[src/hw/rtl/ptrs_pkg.sv]
`timescale 1ns / 1ps
`default_nettype none

package ptrs_pkg;

	// Table size and result limits
	localparam int TASK_SLOTS_DEF = 16;
	localparam int MAX_RESULTS    = 16;
	localparam int SLOT_W         = 4;
	localparam int TIME_W         = 16;
	localparam int REQ_W          = 3;

	// Command queue depth, a power of two
	localparam int QDEPTH = 2;

	// Request codes on the input port
	localparam logic [REQ_W-1:0] REQ_TICK    = 3'd0;
	localparam logic [REQ_W-1:0] REQ_CREATE  = 3'd1;
	localparam logic [REQ_W-1:0] REQ_SUSPEND = 3'd2;
	localparam logic [REQ_W-1:0] REQ_RESUME  = 3'd3;
	localparam logic [REQ_W-1:0] REQ_DELETE  = 3'd4;

	// Decoded operation
	typedef enum logic [2:0] {
		OP_TICK,
		OP_CREATE,
		OP_SUSPEND,
		OP_RESUME,
		OP_DELETE,
		OP_NOP
	} op_t;

	// Input item
	typedef struct packed {
		logic [REQ_W-1:0]  req_type;
		logic [SLOT_W-1:0] slot;
		logic [TIME_W-1:0] period;
		logic [TIME_W-1:0] first_delay;
	} in_t;

	// Result item
	typedef struct packed {
		logic              fired;
		logic [SLOT_W-1:0] fired_slot;
		logic              status;
		logic              last;
	} out_t;

	// Classified command between front and back
	typedef struct packed {
		op_t               op;
		logic              inrange;
		logic [SLOT_W-1:0] slot;
		logic [TIME_W-1:0] period;
		logic [TIME_W-1:0] first_delay;
	} cmd_t;

	// One slot entry of the timing memory
	typedef struct packed {
		logic [TIME_W-1:0] period;
		logic [TIME_W-1:0] count;
	} ent_t;

endpackage

`default_nettype wire

[src/hw/rtl/ptrs_ram.sv]
`timescale 1ns / 1ps
`default_nettype none

module ptrs_ram #(
	parameter int WIDTH = 32,
	parameter int DEPTH = 16
) (
	input  wire logic                                    clk,
	input  wire logic                                    we,
	input  wire logic [$clog2(DEPTH > 1 ? DEPTH : 2)-1:0] waddr,
	input  wire logic [WIDTH-1:0]                        wdata,
	input  wire logic [$clog2(DEPTH > 1 ? DEPTH : 2)-1:0] raddr,
	output logic      [WIDTH-1:0]                        rdata
);

	logic [WIDTH-1:0] mem_q [DEPTH];

	// Write one entry, register the read
	always_ff @(posedge clk) begin
		if (we) begin
			mem_q[waddr] <= wdata;
		end
		rdata <= mem_q[raddr];
	end

endmodule

`default_nettype wire

[src/hw/rtl/ptrs_front.sv]
`timescale 1ns / 1ps
`default_nettype none

module ptrs_front #(
	parameter int TASK_SLOTS = ptrs_pkg::TASK_SLOTS_DEF
) (
	input  wire logic           clk,
	input  wire logic           arst_n,
	input  wire logic           start,
	input  wire ptrs_pkg::in_t  req,
	output logic                busy,
	output logic                cmd_vld,
	output ptrs_pkg::cmd_t      cmd,
	input  wire logic           pop
);

	localparam int QDepth = ptrs_pkg::QDEPTH;
	localparam int PtrW   = (QDepth > 1) ? $clog2(QDepth) : 1;
	localparam int CntW   = $clog2(QDepth + 1);
	localparam int CmpW   = 8;

	ptrs_pkg::cmd_t   q_mem_q [QDepth];
	ptrs_pkg::cmd_t   cls;
	logic [PtrW-1:0]  wr_ptr_q;
	logic [PtrW-1:0]  rd_ptr_q;
	logic [CntW-1:0]  cnt_q;
	logic             push;

	// Classify the request
	always_comb begin
		cls.slot        = req.slot;
		cls.period      = req.period;
		cls.first_delay = req.first_delay;
		cls.inrange     = CmpW'(req.slot) < CmpW'(TASK_SLOTS);
		case (req.req_type)
			ptrs_pkg::REQ_TICK:    cls.op = ptrs_pkg::OP_TICK;
			ptrs_pkg::REQ_CREATE:  cls.op = ptrs_pkg::OP_CREATE;
			ptrs_pkg::REQ_SUSPEND: cls.op = ptrs_pkg::OP_SUSPEND;
			ptrs_pkg::REQ_RESUME:  cls.op = ptrs_pkg::OP_RESUME;
			ptrs_pkg::REQ_DELETE:  cls.op = ptrs_pkg::OP_DELETE;
			default:               cls.op = ptrs_pkg::OP_NOP;
		endcase
	end

	assign busy    = (cnt_q == CntW'(QDepth));
	assign push    = start && !busy;
	assign cmd_vld = (cnt_q != '0);
	assign cmd     = q_mem_q[rd_ptr_q];

	// Hold classified commands until the back end takes them
	always_ff @(posedge clk) begin
		if (push) begin
			q_mem_q[wr_ptr_q] <= cls;
		end
	end

	// Advance queue pointers and fill count
	always_ff @(posedge clk or negedge arst_n) begin
		if (!arst_n) begin
			wr_ptr_q <= '0;
			rd_ptr_q <= '0;
			cnt_q    <= '0;
		end else begin
			if (push) begin
				wr_ptr_q <= wr_ptr_q + PtrW'(1);
			end
			if (pop) begin
				rd_ptr_q <= rd_ptr_q + PtrW'(1);
			end
			if (push && !pop) begin
				cnt_q <= cnt_q + CntW'(1);
			end else if (pop && !push) begin
				cnt_q <= cnt_q - CntW'(1);
			end
		end
	end

endmodule

`default_nettype wire

[src/hw/rtl/ptrs_back.sv]
`timescale 1ns / 1ps
`default_nettype none

module ptrs_back #(
	parameter int TASK_SLOTS = ptrs_pkg::TASK_SLOTS_DEF
) (
	input  wire logic            clk,
	input  wire logic            arst_n,
	input  wire logic            cmd_vld,
	input  wire ptrs_pkg::cmd_t  cmd,
	output logic                 pop,
	output logic                 strobe,
	output ptrs_pkg::out_t       res
);

	localparam int IdxW  = (TASK_SLOTS > 1) ? $clog2(TASK_SLOTS) : 1;
	localparam int CntW  = $clog2(ptrs_pkg::MAX_RESULTS + 1);
	localparam int SlotW = ptrs_pkg::SLOT_W;
	localparam int TimeW = ptrs_pkg::TIME_W;
	localparam int EntW  = $bits(ptrs_pkg::ent_t);
	localparam logic [IdxW-1:0] LastIdx = IdxW'(TASK_SLOTS - 1);

	typedef enum logic [2:0] {
		ST_IDLE = 3'b001,
		ST_WALK = 3'b010,
		ST_DONE = 3'b100
	} st_t;

	st_t                  st_q;
	ptrs_pkg::op_t        op_q;
	logic [TASK_SLOTS-1:0] occ_q;
	logic [TASK_SLOTS-1:0] run_q;
	logic [IdxW-1:0]      idx_q;
	logic                 pend_q;
	logic [IdxW-1:0]      pend_slot_q;
	logic [CntW-1:0]      fire_cnt_q;
	logic                 strobe_q;
	ptrs_pkg::out_t       res_q;

	logic [IdxW-1:0]      sidx;
	logic                 create_ok;
	logic                 create_fail;
	ptrs_pkg::ent_t       cur;
	ptrs_pkg::ent_t       wdata;
	logic                 we;
	logic [IdxW-1:0]      waddr;
	logic [IdxW-1:0]      raddr;
	logic [EntW-1:0]      rdata;
	logic                 cur_run;
	logic                 cd_zero;
	logic                 fire;

	assign pop         = (st_q == ST_IDLE) && cmd_vld;
	assign sidx        = IdxW'(cmd.slot);
	assign create_ok   = cmd.inrange && !occ_q[sidx];
	assign create_fail = (cmd.op == ptrs_pkg::OP_CREATE) && !create_ok;
	assign cur         = ptrs_pkg::ent_t'(rdata);
	assign cur_run     = run_q[idx_q];
	assign cd_zero     = (cur.count == '0);
	assign fire        = (st_q == ST_WALK) && cur_run && cd_zero && occ_q[idx_q]
	                     && (fire_cnt_q < CntW'(ptrs_pkg::MAX_RESULTS));

	// Select the memory write: create fills an entry, the walk reloads or decrements
	always_comb begin
		we    = 1'b0;
		waddr = idx_q;
		wdata = cur;
		raddr = (st_q == ST_WALK) ? idx_q + IdxW'(1) : '0;
		if (pop && (cmd.op == ptrs_pkg::OP_CREATE) && create_ok) begin
			we           = 1'b1;
			waddr        = sidx;
			wdata.period = cmd.period;
			wdata.count  = cmd.first_delay;
		end else if ((st_q == ST_WALK) && cur_run) begin
			we           = 1'b1;
			wdata.period = cur.period;
			wdata.count  = cd_zero ? cur.period - TimeW'(1) : cur.count - TimeW'(1);
		end
	end

	ptrs_ram #(
		.WIDTH (EntW),
		.DEPTH (TASK_SLOTS)
	) u_ram (
		.clk   (clk),
		.we    (we),
		.waddr (waddr),
		.wdata (wdata),
		.raddr (raddr),
		.rdata (rdata)
	);

	// Result payload
	always_ff @(posedge clk) begin
		case (st_q)
			ST_IDLE: begin
				if (pop) begin
					op_q           <= cmd.op;
					res_q.fired    <= 1'b0;
					res_q.fired_slot <= '0;
					res_q.status   <= create_fail;
					res_q.last     <= 1'b1;
				end
			end
			ST_WALK: begin
				// Release the held fire once a later one shows it was not the last
				if (fire) begin
					pend_slot_q      <= idx_q;
					res_q.fired      <= 1'b1;
					res_q.fired_slot <= SlotW'(pend_slot_q);
					res_q.status     <= 1'b0;
					res_q.last       <= 1'b0;
				end
			end
			ST_DONE: begin
				res_q.fired      <= pend_q;
				res_q.fired_slot <= pend_q ? SlotW'(pend_slot_q) : '0;
				res_q.status     <= 1'b0;
				res_q.last       <= 1'b1;
			end
			default: begin
				res_q <= res_q;
			end
		endcase
	end

	// Sequence the commands and the tick walk
	always_ff @(posedge clk or negedge arst_n) begin
		if (!arst_n) begin
			st_q       <= ST_IDLE;
			occ_q      <= '0;
			run_q      <= '0;
			idx_q      <= '0;
			pend_q     <= 1'b0;
			fire_cnt_q <= '0;
			strobe_q   <= 1'b0;
		end else begin
			case (st_q)
				ST_IDLE: begin
					strobe_q <= pop && (cmd.op != ptrs_pkg::OP_TICK);
					if (pop) begin
						case (cmd.op)
							ptrs_pkg::OP_TICK: begin
								st_q       <= ST_WALK;
								idx_q      <= '0;
								pend_q     <= 1'b0;
								fire_cnt_q <= '0;
							end
							ptrs_pkg::OP_CREATE: begin
								if (create_ok) begin
									occ_q[sidx] <= 1'b1;
									run_q[sidx] <= 1'b1;
								end
							end
							ptrs_pkg::OP_SUSPEND: begin
								if (cmd.inrange) begin
									run_q[sidx] <= 1'b0;
								end
							end
							ptrs_pkg::OP_RESUME: begin
								if (cmd.inrange) begin
									run_q[sidx] <= 1'b1;
								end
							end
							ptrs_pkg::OP_DELETE: begin
								if (cmd.inrange) begin
									occ_q[sidx] <= 1'b0;
								end
							end
							default: begin
								st_q <= ST_IDLE;
							end
						endcase
					end
				end
				ST_WALK: begin
					strobe_q <= fire && pend_q;
					if (fire) begin
						fire_cnt_q <= fire_cnt_q + CntW'(1);
						pend_q     <= 1'b1;
					end
					if (idx_q == LastIdx) begin
						st_q <= ST_DONE;
					end else begin
						idx_q <= idx_q + IdxW'(1);
					end
				end
				ST_DONE: begin
					strobe_q <= 1'b1;
					pend_q   <= 1'b0;
					st_q     <= ST_IDLE;
				end
				default: begin
					strobe_q <= 1'b0;
					st_q     <= ST_IDLE;
				end
			endcase
		end
	end

	assign strobe = strobe_q;
	assign res    = res_q;

`ifndef SYNTHESIS
	a_mid_in_walk: assert property (@(posedge clk) disable iff (!arst_n)
		strobe && !res.last |-> (st_q == ST_WALK || st_q == ST_DONE))
		else $error("non-final result outside a tick walk");

	a_fire_from_tick: assert property (@(posedge clk) disable iff (!arst_n)
		strobe && res.fired |-> op_q == ptrs_pkg::OP_TICK)
		else $error("fired result from a non-tick command");

	a_status_create: assert property (@(posedge clk) disable iff (!arst_n)
		strobe && res.status |-> !res.fired && op_q == ptrs_pkg::OP_CREATE)
		else $error("occupied status on a non-create result");

	a_fire_cap: assert property (@(posedge clk) disable iff (!arst_n)
		fire_cnt_q <= CntW'(ptrs_pkg::MAX_RESULTS))
		else $error("fire count beyond result limit");
`endif

endmodule

`default_nettype wire

[src/hw/rtl/periodic_task_release_scheduler.sv]
`timescale 1ns / 1ps
`default_nettype none
// A create, suspend, resume or delete waits in the command queue until the back end
// is idle, and its result is registered as it leaves the queue. A tick walks the slot
// table through one memory read port, one slot a cycle, releasing results as it goes.
// A 2-entry command queue takes requests while a tick walks; busy is high when it is full.
// Reset clears occupied and run flags and the queue; period and countdown memory is not
// cleared. Each result shows for one cycle under strobe; the receiver cannot stall.

module periodic_task_release_scheduler #(
	parameter int TASK_SLOTS = ptrs_pkg::TASK_SLOTS_DEF
) (
	input  wire logic           clk,
	input  wire logic           arst_n,
	input  wire logic           start,
	input  wire ptrs_pkg::in_t  req,
	output logic                busy,
	output logic                strobe,
	output ptrs_pkg::out_t      res
);

	logic           cmd_vld;
	ptrs_pkg::cmd_t cmd;
	logic           pop;

	// Classify and queue requests
	ptrs_front #(
		.TASK_SLOTS (TASK_SLOTS)
	) u_front (
		.clk     (clk),
		.arst_n  (arst_n),
		.start   (start),
		.req     (req),
		.busy    (busy),
		.cmd_vld (cmd_vld),
		.cmd     (cmd),
		.pop     (pop)
	);

	// Execute commands against the slot table
	ptrs_back #(
		.TASK_SLOTS (TASK_SLOTS)
	) u_back (
		.clk     (clk),
		.arst_n  (arst_n),
		.cmd_vld (cmd_vld),
		.cmd     (cmd),
		.pop     (pop),
		.strobe  (strobe),
		.res     (res)
	);

endmodule

`default_nettype wire

[config.mk]
export PLATFORM = sky130hd
export DESIGN_NAME = periodic_task_release_scheduler
export DESIGN_NICKNAME = d
export VERILOG_FILES = /design/src/hw/rtl/ptrs_pkg.sv /design/src/hw/rtl/ptrs_ram.sv /design/src/hw/rtl/ptrs_front.sv /design/src/hw/rtl/ptrs_back.sv /design/src/hw/rtl/periodic_task_release_scheduler.sv
export SDC_FILE = /design/constraint.sdc
export NUM_CORES = 1
export LEC_CHECK = 0
export ABC_AREA = 1
export BUFFER_PORTS_ARGS = -buffer_cell sky130_fd_sc_hd__buf_2
export CAP_MARGIN = 40
export CORE_MARGIN = 1
export CORE_UTILIZATION = 35
export CTS_BUF_LIST = sky130_fd_sc_hd__clkbuf_16
export DETAILED_ROUTE_END_ITERATION = 12
export GPL_TIMING_DRIVEN = 0
export MAX_ROUTING_LAYER = met4
export SYNTH_ARGS = -nofsm -noshare
export SYNTH_HDL_FRONTEND = slang
export SYNTH_HIERARCHICAL = 1
export SYNTH_SLANG_ARGS = --single-unit
[constraint.sdc]
create_clock -name clk -period 5.97 [get_ports clk]
set_input_delay 1.194 -clock clk [delete_from_list [all_inputs] [get_ports clk]]
set_output_delay 1.194 -clock clk [all_outputs]
set_load 0.05 [all_outputs]
==> impl_metrics.csv <==
group,metric,value,unit
clock_network,clk_pin_slew,70,ps
timing,finClkSkew,28.20,ps
clock_network,cts_tree,"yes",
pwr,power.total,12.58,mW
grt,grt_max_degree,34,
floorplanning,dieArea,87930,um^2
critical_path,critical_path_class,"flop to flop",
placement,gp_congestion,0.9763,
floorplanning,start_util,0.3549,
cells_and_area,area_growth,15.24,%
timing,fin_crit_sh,0.8897,
pwr,p_per_area,359.4,nW/um^2
timing,slew_violations,0,
clock_network,clock_latency,630,ps
logic_synthesis,synth.net_count,3060,
drt,ant_nets,0,
cells_and_area,fill_cells,8133,
critical_path,critPathMaxFanout,19,
cells_and_area,nets,3224,
critical_path,cpMostUsedCell,"nand2_1",
floorplanning,die_w,296.5,um
timing,rsz0062_at_grt,"false",
critical_path,max_stage_delay,800,ps
critical_path,start_kind,"flop",
status,status,"finished, final reports clean",
timing,max_clock_freq,188.3,MHz
critical_path,startpoint,"u_front/rd_ptr_q$_DFFE_PN0P_",
clock_network,postCtsSetupBuffers,0,
pwr,p_leak,14.72,nW
clock_network,clockRootBuffer,"clkbuf_16",
logic_synthesis,ys_ff_latch,683,
drt,wl_met2,39730,um
clock_network,htree_levels,3,
critical_path,crit_family,"simple AND/OR/NAND/NOR gates",
clock_network,cts_buffers,70,
critical_path,critical_path.endpoint,"u_back/u_ram/mem_q[9][16]$_DFFE_PP_",
placement,pre_cts_ws,780.7,ps
cells_and_area,drive_gt1_frac,0.1169,
cells_and_area,layout_common_cells,"nand2_1, edfxtp_1, inv_1, nand3_1, buf_2",
drt,wire_per_inst,19.26,um
logic_synthesis,syn_avg_cell_area,10.07,um^2
placement,place_hpwl,59240,um
cells_and_area,final_common_cell,"nand2_1",
drt,drt_wl_total,84340,um
drt,drtIter0Drc,2174,
critical_path,endpoint_kind,"flop",
drt,drc,0,
drt,wl_met3,6591,um
floorplanning,die_height,296.5,um
grt,grt_pass1_vias,19954,
clock_network,cts_resized,0,
timing,holdWs,444.3,ps
timing,slew_headroom,0.3595,
critical_path,r2r_cells,15,
pwr,irDropWorstVdd,0.2838,mV
grt,grt_pass1_wl,124700,um
drt,firstDrtPassIters,5,
critical_path,crit_cells,15,
placement,portBuffers,50,
critical_path,crit_path_top_delay_cell,"o21ai_0",
drt,top_layer_used,"met4",
critical_path,r2r_setup_slack,660,ps
hold_path,min_path_type,"flop to flop",
critical_path,required,6280,ps
logic_synthesis,synth_cell_types,44,
logic_synthesis,ys_seq_area_frac,0.6568,
clock_network,clockBufferDepth,3,
drt,m1WireLength,35370,um
floorplanning,design.core.area,85550,um^2
timing,min_period,5311,ps
timing,worst_pin_slew,957.8,ps
drt,via_count,21022,
run,maxCapViolCount,0,
clock_network,cts_sinks,683,
drt,via_per_inst,4.802,
critical_path,reg2reg_from,"u_front/rd_ptr_q$_DFFE_PN0P_",
timing,setup_violations,0,
critical_path,arrival,5620,ps
logic_synthesis,ys_warn_count,6,
grt,antenna_found_initial,0,
grt,grtUsageTotal,0.1984,
floorplanning,io_pins,51,
grt,grt_overflow,0,
cells_and_area,post-route-util,0.4090,
floorplanning,fp-row-count,107,
clock_network,cts_hold_buf,0,
critical_path,critical_path.cell_chain,"buf_6 -> mux2_2 -> nand2_1 -> inv_2 -> nand2_1 -> o21ai_0 -> o21ai_1 -> nand2_1 -> nor2_2 -> nand3_1 -> clkbuf_1 -> o21ai_0 -> nand3b_1 -> nor2_4 -> buf_16",
critical_path,r2r-end,"u_back/u_ram/mem_q[9][16]$_DFFE_PP_",
timing,setup_slack,658.5,ps
timing,finalHoldViolCount,0,
logic_synthesis,postSynthCellCount,3014,
critical_path,crit_buf_inv,4,
logic_synthesis,synthesis.area,30360,um^2
[flip-flops by register name, summed over array words and instances (netlist names), named ones only]
register            cells
u_back/u_ram/mem_q    512
u_front/q_mem_q        78
u_back/u_ram/rdata     32
u_back/res              7
u_back/fire_cnt_q       5
u_back/idx_q            4
u_back/pend_slot_q      4
u_back/st_q             3
u_front/cnt_q           2
u_back/pend_q           1
u_back/strobe           1
u_front/rd_ptr_q        1
u_front/wr_ptr_q        1
[where the power goes]
group	total [mW]	switching (mW)	internal, mW
clock network	4.18	1.83	2.35
registers	6.01	0.128	5.88
logic	2.39	1.70	0.685
total	12.6	3.66	8.91
[kinds of logic (layout without fill, tap and decap cells)]
family / count (synthesis) / count (layout) / share of synthesized area
fa+ha+maj: 4 / 4 / 0.001649
compound gates: 135 / 135 / 0.02407
other cells: 1 / 2 / 0.0001235
simple gates: 1492 / 1492 / 0.2066
flops: 683 / 683 / 0.6568
xor+xnor: 5 / 5 / 0.001442
buf+inv: 654 / 873 / 0.09446
mux: 40 / 40 / 0.01484
[synth_stat cells (all sizes together)]
library cell / instances / area, um^2
o211ai: 4 / 30.03
o21a: 1 / 7.510
buf: 117 / 849.6
nand3: 446 / 2237
o21bai: 8 / 60.06
mux2: 40 / 450.4
o21ai: 84 / 424.2
dfrtp: 49 / 1226
a31oi: 2 / 12.51
nor4: 1 / 6.260
dfxtp: 32 / 640.6
inv: 517 / 1943
ha: 4 / 50.05
a21o: 1 / 7.510
a21oi: 24 / 120.1
nor3: 6 / 51.30
xnor2: 1 / 8.760
dfstp: 1 / 26.28
or2: 3 / 18.77
o22ai: 11 / 68.82
xor2: 4 / 35.03
nand3b: 3 / 22.52
clkbuf: 20 / 75.07
nor2: 126 / 498.0
nand4: 2 / 12.51
edfxtp: 601 / 18050
conb: 1 / 3.750
nand2: 905 / 3427
[cell type report]
type                            count  area, um^2  area share
Antenna cell                        1       2.502  0.00007152
Buffer                            137       924.6     0.02643
Clock buffer                       71        1777     0.05078
Clock inverter                     56       401.6     0.01148
Inverter                          517        1943     0.05554
Multi-Input combinational cell   1677        7696      0.2200
Sequential cell                   683       19940      0.5699
Tap cell                         1144        1431     0.04091
Timing Repair Buffer               92       872.1     0.02492
[layer usage]
metal / GRT usage / vias to the layer above
met4: 0.07330 / 0
met3: 0.02854 / 167
met5: - / -
li1: - / 10099
met2: 0.3169 / 811
met1: 0.2564 / 9945
[metrics by stage]
step | instance area, um^2 | setup TNS [ps] | cells
2_1_floorplan | 30360 | 0 | 3014
3_3_place_gp | 32040 | -406850 | 4208
3_5_place_dp | 32810 | 0 | 4250
4_1_cts | 34990 | 0 | 4377
5_1_grt | 34990 | 0 | 4377
6_report | 34990 | 0 | 4378
[worst min path at each step]
stage                                 from                               to  slack, ps  cells after the start
4_1_cts        u_back/idx_q[2]$_DFFE_PN0P_  u_back/pend_slot_q[2]$_DFFE_PP_        450                      0
5_1_grt        u_back/idx_q[2]$_DFFE_PN0P_  u_back/pend_slot_q[2]$_DFFE_PP_        460                      0
2_1_floorplan  u_back/idx_q[2]$_DFFE_PN0P_  u_back/pend_slot_q[2]$_DFFE_PP_        420                      0
3_3_place_gp   u_back/idx_q[2]$_DFFE_PN0P_  u_back/pend_slot_q[2]$_DFFE_PP_        430                      0
3_5_place_dp   u_back/idx_q[2]$_DFFE_PN0P_  u_back/pend_slot_q[2]$_DFFE_PP_        440                      0
6_report       u_back/idx_q[2]$_DFFE_PN0P_  u_back/pend_slot_q[2]$_DFFE_PP_        440                      0
Power figures use the tool's default switching activity.
